File: src/hw/rtl/ptws_ram.sv
module ptws_ram #(
  parameter int unsigned Width = 8,
  parameter int unsigned Depth = 32
) (
  input  logic                     clk_i,
  input  logic                     we_i,
  input  logic [$clog2(Depth)-1:0] waddr_i,
  input  logic [Width-1:0]         wdata_i,
  input  logic [$clog2(Depth)-1:0] raddr_i,
  output logic [Width-1:0]         rdata_o
);

  logic [Width-1:0] mem_q [Depth];
  logic [Width-1:0] rdata_q;

  always_ff @(posedge clk_i) begin
    if (we_i) begin
      mem_q[waddr_i] <= wdata_i;
    end
    rdata_q <= mem_q[raddr_i];
  end

  assign rdata_o = rdata_q;

endmodule

File: config.mk
export PLATFORM = sky130hd
export DESIGN_NAME = ptws_ram
export DESIGN_NICKNAME = d
export VERILOG_FILES = /design/src/hw/rtl/ptws_ram.sv
export SDC_FILE = /design/constraint.sdc
export NUM_CORES = 1
export LEC_CHECK = 0
export BUFFER_PORTS_ARGS = -buffer_cell sky130_fd_sc_hd__buf_4
export CORE_ASPECT_RATIO = 0.75
export CORE_MARGIN = 8
export CORE_UTILIZATION = 55
export CTS_BUF_LIST = sky130_fd_sc_hd__clkbuf_16
export DETAILED_ROUTE_END_ITERATION = 8
export PLACE_DENSITY_LB_ADDON = 0.08
export SYNTH_ARGS = -nofsm -noshare
export SYNTH_HDL_FRONTEND = slang
export SYNTH_SLANG_ARGS = --single-unit
File: constraint.sdc
create_clock -name clk_i -period 2.53 [get_ports clk_i]
set_input_delay 0.506 -clock clk_i [delete_from_list [all_inputs] [get_ports clk_i]]
set_output_delay 0.506 -clock clk_i [all_outputs]
set_load 0.05 [all_outputs]
**Word-level counts from Yosys, hierarchy flattened**

Memory sizes are Yosys's and may differ from the RTL's. A register that Yosys moved wholly into a read port is not among the register bits.
Index checks and enable logic that the tools add are counted.

- Register bits after elaboration: 0
- Memory bits (writable): 256
- Input port bits: 20
- Output and inout port bits: 8
- Logic and storage cells: 3
- Memories kept: 1

Memories:

| name | words | bits a word | rd ports | clocked after memory_dff | write ports | line | RTL |
|---|---|---|---|---|---|---|---|
| mem_q | 32 | 8 | 1 | 1 | 1 | 13 | `logic [Width-1:0] mem_q [Depth];` |

- Mux-type cells: 2

Operator list:

| cell | number |
|---|---|
| 2-to-1 mux 1 bit | 2 |

**Longest topological paths before layout**

Gate-level depths: netlist of the first run.

- Depth after elaboration: 2
- Mapped depth: 5
- Gate-level depth less buffers: 3

**Worst setup path before layout of the first run**

OpenSTA, ideal clock, no wires.

- Kind: input -> register
- Start: input raddr_i[2]
- End: register rdata_q[0], in the netlist rdata_o[0] (read register of mem_q)
- Library setup time: 0.121 ns
- Data arrival time: 2.188 ns
- Data required time: 2.409 ns
- Path slack: 0.222 ns
- Cell stages on the path: 5
- Path buffers: 2
- Path through: clkbuf_1 -> clkbuf_1 -> mux4_2 -> mux4_2 -> mux2_2

RTL lines:

| element | line | RTL |
|---|---|---|
| from (decl) | 9 | `input logic [$clog2(Depth)-1:0] raddr_i,` |
| to (decl) | 14 | `logic [Width-1:0] rdata_q;` |

==> results of run 1 <==
cell type report:
type,instances,area share [%]
tap,242,2.60
timing repair buffer,69,4.88
clock buffer,27,5.81
multi-input combinational,133,18.0
sequential,264,67.4
antenna,1,0.0215
clock inverter,21,1.19
worst paths after layout:
path | start | endpoint | cells past startpoint
worst max register to register | mem_q[21][2] | rdata_o[2] | 3
worst max-delay path | raddr_i[0] | rdata_o[5] | 5
worst min-delay path | raddr_i[3] | rdata_o[4] | 2
worst min register to register | mem_q[14][2] | rdata_o[2] | 3
power by group through the flow:
stage	Sequential [µW]	Clock, µW	Combinational [µW]
final	4880	3600	556
after floorplan	5030	0	259
after detailed placement	4970	0	563
after CTS	4880	3660	565
after global placement	4970	0	553
after global routing	4880	3830	590
layout by cell type, fill, tap and decap left out, types with 5 or more instances in the layout:
master / n
sky130_fd_sc_hd__clkbuf_16: 27
sky130_fd_sc_hd__clkinv_2: 7
sky130_fd_sc_hd__edfxtp_1: 256
sky130_fd_sc_hd__nor2_1: 33
sky130_fd_sc_hd__buf_4: 65
sky130_fd_sc_hd__nand3b_1: 5
sky130_fd_sc_hd__mux2_2: 8
sky130_fd_sc_hd__clkinv_1: 8
sky130_fd_sc_hd__dfxtp_1: 8
sky130_fd_sc_hd__mux4_2: 80
stage by stage:
step                setup slack (ns)  cells  utilization, %
floorplan                      0.222    417               -
global placement               0.110    708            60.9
detailed placement            0.0816    708            60.9
CTS                            0.619    756            65.5
global route                   0.592    756            65.5
finish                         0.622    757            65.5
state kept, by name, indices dropped and copies added, names as in the netlist:
| signal | cells |
|---|---|
| mem_q | 256 |
| rdata_o | 8 |
cell families after synthesis:
| kind of cell | after synthesis | synth area share, % |
|---|---|---|
| simple gates | 45 | 2.07 |
| mux | 88 | 18.8 |
| buf+inv | 20 | 1.06 |
| flops | 264 | 78.1 |
critical path, delay by kind of cell:
family	cells	cell delay [ns]
mux	3	1.41
buf+inv	2	0.39
metal layers:
| layer | track usage, % | share of wire [%] |
|---|---|---|
| met5 | 0 | 0.062 |
| met1 | 29.1 | 47 |
| met3 | 4.87 | 7.5 |
| met4 | 3.54 | 1.3 |
| met2 | 27.2 | 45 |
==> results.cfg, run 1 <==
[pwr]
p_per_area_nw_per_um2 = 777
irDropWorstVdd_uv = 588
net-switching-power_uw = 1900
power.total_uw = 9040
p_seq_share_pct = 54.0
power.combinational.fraction_pct = 6.2
internal_power_uw = 7130
sw_frac_of_total_pct = 21.1
leakagePower_uw = 0.00374
clock_power_share_pct = 39.9

[place]
place.port_buffers = 27
placedInstanceArea_um2 = 10800
dp_hpwl_mm = 13.0
globalplace.congestion = 0.721

[setup_path]
crit_fanout = 21
r2r_slack_ns = 0.69
critical_path.startpoint_type = primary input
criticalPathCategory = in -> reg
cpPeakStageDelay_ns = 0.59
required_time_of_the_critical_path_ns = 2.93
cp_slowest_cell = sky130_fd_sc_hd__mux4_2
crit_top_cell = sky130_fd_sc_hd__mux4_2
worstPathArrival_ns = 2.31
crit_path_end_kind = flop
path_cells = buf_4 -> buf_12 -> mux4_2 -> mux4_2 -> mux2_2

[timing]
final_setup_violating_endpoints = 0
hold_viol = 0
final_min_period_over_clock_period_pct = 75.4
worst-slew-pin-transition_ns = 0.536
fmax_ghz = 0.524
report.final.slew_viol_count = 0
aggregate_negative_setup_slack_ns = 0
worst_clock_skew_ns = 0.0186
fin_hold_ws_ns = 0.371
layout_min_cycle_time_ns = 1.91
slew_headroom_pct = 64.1
unrepaired_setup_endpoints_after_global_routing = false

[logic_synthesis]
yosys.area.top_type_share_pct = 76.5
synth.ff_latch_count = 264
synthTopCellsByArea = sky130_fd_sc_hd__edfxtp_1, sky130_fd_sc_hd__mux4_2, sky130_fd_sc_hd__dfxtp_1
synth.avg_cell_area_um2 = 24.1
synth-main-ff-cell = sky130_fd_sc_hd__edfxtp_1
synthCells = 417
mappedNetlistArea_um2 = 10100
yosys_warnings = 0
cell_type_with_the_largest_total_area_after_synthesis = sky130_fd_sc_hd__edfxtp_1
postSynthNetCount = 437
synth.lib_cells_used.distinct = 15
ys_top_cells_by_count = sky130_fd_sc_hd__edfxtp_1, sky130_fd_sc_hd__mux4_2, sky130_fd_sc_hd__nor2_1
ys_async_sr_fraction_pct = 0
ys_seq_area_share_pct = 78.1
synth.most_common_cell = sky130_fd_sc_hd__edfxtp_1
count_of_flip_flops_with_a_built_in_enable_after_synthesis = 256

[global_routing]
overflow = 0
antenna_found_initial = 3
grt_first_pass_wirelength_mm = 31.3
grt_pass1_vias = 4691
global_route.usage.total_pct = 18.9
maximum_number_of_pins_on_one_net_before_global_route_repair = 37

[detailed_routing]
post_drt_via_cell_ratio = 6.04
drcViolationCount = 0
drt_first_pass_iters = 4
num_vias = 4576
postRouteAntennaNets = 0
routedWlPerCell_um = 27.5
drt_wl_total_mm = 20.9
initialDrtViolationCount = 511

[final_layout]
area_growth_pct = 15.7
filler_cell_count = 1195
final_nets = 514
design_area_um2 = 11600
multi_input_area_um2 = 2100
fraction_of_layout_instances_using_a_drive_strength_above_1_pct = 38.7
register_area_um2 = 7850

[clock_network]
clock_latency_ns = 0.53
cts_setup_buffers = 0
cts-buffers-inserted = 26
post_cts_resize_count = 0
clock_sinks = 264
cell_at_the_root_of_the_clock_tree = sky130_fd_sc_hd__clkbuf_16
post_cts_hold_buffer_count = 0
max_root_sink_buffers = 3
clk_pin_slew_worst_paths_ns = 0.06
tritoncts = built
cts_max_level = 1

[die]
top_level_ports = 28
die_area_um2 = 22900
core-area_um2 = 17800
rows = 42
dieHeight_um = 133
dieWidth_um = 172
initial_core_util_pct = 56.6

[flow_run]
max_cap_viol_count = 0

[status]
outcome = finished, final reports clean

[min_path]
worst_hold_path_type = in -> reg
(Power assumes the default switching activity.)
==> run 2: changes to the inputs <==
==> constraint.sdc (replaced) <==
create_clock -name clk_i -period 1.9 [get_ports clk_i]
set_input_delay 0.38 -clock clk_i [delete_from_list [all_inputs] [get_ports clk_i]]
set_output_delay 0.38 -clock clk_i [all_outputs]
set_load 0.05 [all_outputs]
==> results.cfg, run 2 (same netlist as run 1, synthesis figures left out) <==
[die]
die_area_um2 = 22900
rows = 42
core-area_um2 = 17800
dieWidth_um = 172
dieHeight_um = 133
top_level_ports = 28
initial_core_util_pct = 56.6

[final_layout]
n_antenna_cell = 0
filler_cell_count = 1198
final_nets = 528
top_register = mem_q
commonest_cells_after_routing_fill_and_taps_aside = sky130_fd_sc_hd__edfxtp_1, sky130_fd_sc_hd__mux4_2, sky130_fd_sc_hd__buf_4
mostFrequentLayoutCell = sky130_fd_sc_hd__edfxtp_1
area_growth_pct = 16.9
final_core_utilization_pct = 66.2
largest_register_ffs = 256
fraction_of_layout_instances_using_a_drive_strength_above_1_pct = 40.3
design_area_um2 = 11800

[setup_path]
required_time_of_the_critical_path_ns = 2.30
crit_fanout = 1
path_buf_inv = 0
worstPathArrival_ns = 2.21
critical_path.reg2reg.endpoint = rdata_o[4]
cpPeakStageDelay_ns = 0.53
crit_top_cell = sky130_fd_sc_hd__mux4_2
reg2regPathDepth = 3
cp_slowest_cell = sky130_fd_sc_hd__mux4_2
critical_path.startpoint_type = flop
cp_top_family = multiplexers
path_cells = mux4_2 -> mux4_2 -> mux2_2
worstReg2RegStart = mem_q[4][4]
r2r_slack_ns = 0.09
criticalPathCategory = reg -> reg
crit_path_end_kind = flop

[pwr]
p_seq_share_pct = 54.1
p_per_area_nw_per_um2 = 1020
net-switching-power_uw = 2540
internal_power_uw = 9480
clock_power_share_pct = 39.6
leakagePower_uw = 0.00383
sw_frac_of_total_pct = 21.1
power.combinational.fraction_pct = 6.2
irDropWorstVdd_uv = 779

[place]
placedInstanceArea_um2 = 11000
dp_hpwl_mm = 13.8
globalplace.congestion = 0.778
place.port_buffers = 27

[clock_network]
post_cts_resize_count = 0
cts_max_level = 1
cts-buffers-inserted = 25
clock_sinks = 264
cell_at_the_root_of_the_clock_tree = sky130_fd_sc_hd__clkbuf_16
clock_latency_ns = 0.52
tritoncts = built
clk_pin_slew_worst_paths_ns = 0.07
post_cts_hold_buffer_count = 0
cts_setup_buffers = 0
max_root_sink_buffers = 3

[timing]
fmax_ghz = 0.552
hold_viol = 0
unrepaired_setup_endpoints_after_global_routing = false
layout_min_cycle_time_ns = 1.81
worst-slew-pin-transition_ns = 0.416
aggregate_negative_setup_slack_ns = 0
slew_headroom_pct = 72.2
worst_clock_skew_ns = 0.0161
final_min_period_over_clock_period_pct = 95.3
report.final.slew_viol_count = 0
final_setup_violating_endpoints = 0

[detailed_routing]
drt_wl_total_mm = 21.4
postRouteAntennaNets = 0
drt_first_pass_iters = 4
routedWlPerCell_um = 27.9
initialDrtViolationCount = 568
post_drt_via_cell_ratio = 6.05
num_vias = 4650
drcViolationCount = 0

[status]
outcome = finished, final reports clean

[flow_run]
max_cap_viol_count = 0

[global_routing]
grt_pass1_vias = 4765
grt_first_pass_wirelength_mm = 32.0
maximum_number_of_pins_on_one_net_before_global_route_repair = 33
antenna_found_initial = 0
overflow = 0
global_route.usage.total_pct = 19.5

[min_path]
worst_hold_path_type = in -> reg
min_delay_path_depth = 2
whs_endpoint = rdata_o[6]
worstHoldStart = raddr_i[3]
[run 2: power groups by stage]
stage                     sequential, µW  combinational, µW  clock, µW
after floorplan                     6700                373          0
after global placement              6620                745          0
after detailed placement            6630                759          0
after CTS                           6500                760       4850
after global routing                6510                795       5060
final                               6500                749       4760
[run 2: worst max-delay path by stage]
stage	endpoint	slack, ns	startpoint	cells after the start
floorplan	rdata_o[0]	-0.08	raddr_i[0]	5
global placement	rdata_o[4]	-0.39	raddr_i[0]	5
detailed placement	rdata_o[4]	-0.39	raddr_i[0]	5
CTS	rdata_o[4]	0.08	mem_q[4][4]	3
global route	rdata_o[4]	0.04	mem_q[4][4]	3
finish	rdata_o[4]	0.09	mem_q[4][4]	3
[run 2: cell type report]
| cell class | instances | area, µm² | share of cell area, % |
|---|---|---|---|
| timing repair buffer | 84 | 718 | 6.11 |
| clock buffer | 25 | 626 | 5.32 |
| clock inverter | 20 | 159 | 1.35 |
| sequential | 264 | 7850 | 66.8 |
| multi-input combinational | 133 | 2100 | 17.9 |
| tap | 242 | 303 | 2.58 |
[run 2: metal layers]
metal  GRT usage, %  vias to the layer above  wire (µm)
met1           30.1                     2474       9810
met5              0                        -          0
met4           4.97                        0        461
met3           5.50                       32       1810
li1               -                     1966          -
met2           26.9                      178       9330
[run 2: metrics by stage]
stage / total power [µW] / instances / hold slack [ns] / worst slack (ns)
floorplan: 7070 / 417 / 0.479 / -0.0771
CTS: 12100 / 768 / 0.242 / 0.0753
finish: 12000 / 768 / 0.255 / 0.0892
global placement: 7370 / 723 / 0.785 / -0.391
global route: 12400 / 768 / 0.253 / 0.0410
detailed placement: 7390 / 723 / 0.777 / -0.391
==> run 3: changes to the inputs <==
--- a/config.mk
+++ b/config.mk
@@ -8,7 +8,7 @@
 export BUFFER_PORTS_ARGS = -buffer_cell sky130_fd_sc_hd__buf_4
 export CORE_ASPECT_RATIO = 0.75
 export CORE_MARGIN = 8
-export CORE_UTILIZATION = 55
+export CORE_UTILIZATION = 60
 export CTS_BUF_LIST = sky130_fd_sc_hd__clkbuf_16
 export DETAILED_ROUTE_END_ITERATION = 8
 export PLACE_DENSITY_LB_ADDON = 0.08
==> results.cfg, run 3 (same netlist as run 1, synthesis figures left out) <==
[setup_path]
criticalPathCategory = reg -> reg
worstReg2RegStart = mem_q[28][0]
r2r_slack_ns = 0.03
reg2regPathDepth = 3
worstPathArrival_ns = 2.27
crit_path_start = mem_q[28][0]
critical_path.startpoint_type = flop
required_time_of_the_critical_path_ns = 2.31
crit_path_end_kind = flop
crit_fanout = 1
critical_path.reg2reg.endpoint = rdata_o[0]

[die]
initial_core_util_pct = 60.5
die_area_um2 = 21200
core-area_um2 = 16600
dieWidth_um = 165
top_level_ports = 28
rows = 41
dieHeight_um = 128

[timing]
layout_min_cycle_time_ns = 1.87
hold_viol = 0
fin_hold_ws_ns = 0.247
report.final.slew_viol_count = 0
slew_headroom_pct = 68.7
fmax_ghz = 0.536
final_min_period_over_clock_period_pct = 98.2
worst-slew-pin-transition_ns = 0.469
final_setup_violating_endpoints = 0
worst_clock_skew_ns = 0.0167
unrepaired_setup_endpoints_after_global_routing = false

[min_path]
whs_endpoint = rdata_o[4]
worst_hold_path_type = in -> reg
worstHoldStart = raddr_i[3]
min_delay_path_depth = 2

[clock_network]
cts_max_level = 1
tritoncts = built
cts-buffers-inserted = 25
max_root_sink_buffers = 3
post_cts_resize_count = 0
clock_latency_ns = 0.53
cell_at_the_root_of_the_clock_tree = sky130_fd_sc_hd__clkbuf_16
cts_setup_buffers = 0
clk_pin_slew_worst_paths_ns = 0.06
clock_sinks = 264
post_cts_hold_buffer_count = 0

[final_layout]
top_register = mem_q
design_area_um2 = 11700
commonest_cells_after_routing_fill_and_taps_aside = sky130_fd_sc_hd__edfxtp_1, sky130_fd_sc_hd__mux4_2, sky130_fd_sc_hd__buf_4
n_antenna_cell = 0
mostFrequentLayoutCell = sky130_fd_sc_hd__edfxtp_1
area_growth_pct = 16.1
fraction_of_layout_instances_using_a_drive_strength_above_1_pct = 38.2
final_nets = 516
largest_register_ffs = 256
final_core_utilization_pct = 70.2

[detailed_routing]
wl_met3_mm = 1.91
post_drt_via_cell_ratio = 6.37
drt_first_pass_iters = 4
postRouteAntennaNets = 0
m1WireLength_mm = 9.26
initialDrtViolationCount = 515
drcViolationCount = 0
top_signal_layer_used = met4
met2_length_mm = 9.34
routedWlPerCell_um = 28.8
num_vias = 4637
drt_wl_total_mm = 21.0

[pwr]
irDropWorstVdd_uv = 817
p_per_area_nw_per_um2 = 1050
internal_power_uw = 9710
clock_power_share_pct = 40.5
sw_frac_of_total_pct = 20.4
leakagePower_uw = 0.00378
power.combinational.fraction_pct = 6.2
net-switching-power_uw = 2490
p_seq_share_pct = 53.3

[flow_run]
max_cap_viol_count = 0

[global_routing]
global_route.usage.total_pct = 20.9
maximum_number_of_pins_on_one_net_before_global_route_repair = 33
overflow = 0
antenna_found_initial = 1
grt_first_pass_wirelength_mm = 31.1
grt_pass1_vias = 4716

[place]
dp_hpwl_mm = 13.4
place.port_buffers = 27
globalplace.congestion = 0.738
placedInstanceArea_um2 = 10900

[status]
outcome = finished, final reports clean
-- run 3: cell types whose count changed in the layout (fill, tap and decap cells not counted), sizes merged --
cell and delta:
clkinvlp -2, clkinv -1, bufinv +2, buf -12
-- run 3: worst max path at each step --
stage                 endpoint  depth (start not counted)
global placement    rdata_o[0]                          5
CTS                 rdata_o[0]                          3
detailed placement  rdata_o[0]                          5
global route        rdata_o[0]                          3
finish              rdata_o[0]                          3
floorplan           rdata_o[0]                          5
-- run 3: metrics by stage --
stage / instances / setup WS, ns / setup TNS [ns] / power, µW
after CTS: 728 / 0.0258 / 0 / 12300
after floorplan: 417 / -0.0771 / -0.616 / 7070
after global placement: 684 / -0.401 / -2.95 / 7380
after global routing: 728 / 0.00873 / 0 / 12500
after detailed placement: 684 / -0.410 / -3.01 / 7390
final: 728 / 0.0345 / 0 / 12200
-- run 3: layer usage --
layer,GRT usage [%],up-vias
li1,-,1937
met1,32.2,2463
met2,29.7,204
met3,5.04,33
met4,5.08,0
met5,0,-
-- run 3: layout make-up --
cell class              count  area [µm²]
flip-flops and latches    264        7850
fillers                  1014        4950
clock buffers              25         626
well taps                 215         269
multi-input cells         133        2100
repair buffers             72         641
clock inverters            19         185
-- run 3: critical path, stage by stage (launching register included) --
cell and delay [ns]:
sky130_fd_sc_hd__edfxtp_1 0.42, sky130_fd_sc_hd__mux4_2 0.51, sky130_fd_sc_hd__mux4_2 0.52, sky130_fd_sc_hd__mux2_2 0.28
-- run 3: power by group through the flow --
stage / sequential, µW / combinational, µW / clock, µW
floorplan: 6700 / 373 / 0
global placement: 6620 / 754 / 0
detailed placement: 6630 / 764 / 0
CTS: 6500 / 768 / 5000
global route: 6510 / 801 / 5220
finish: 6500 / 758 / 4940
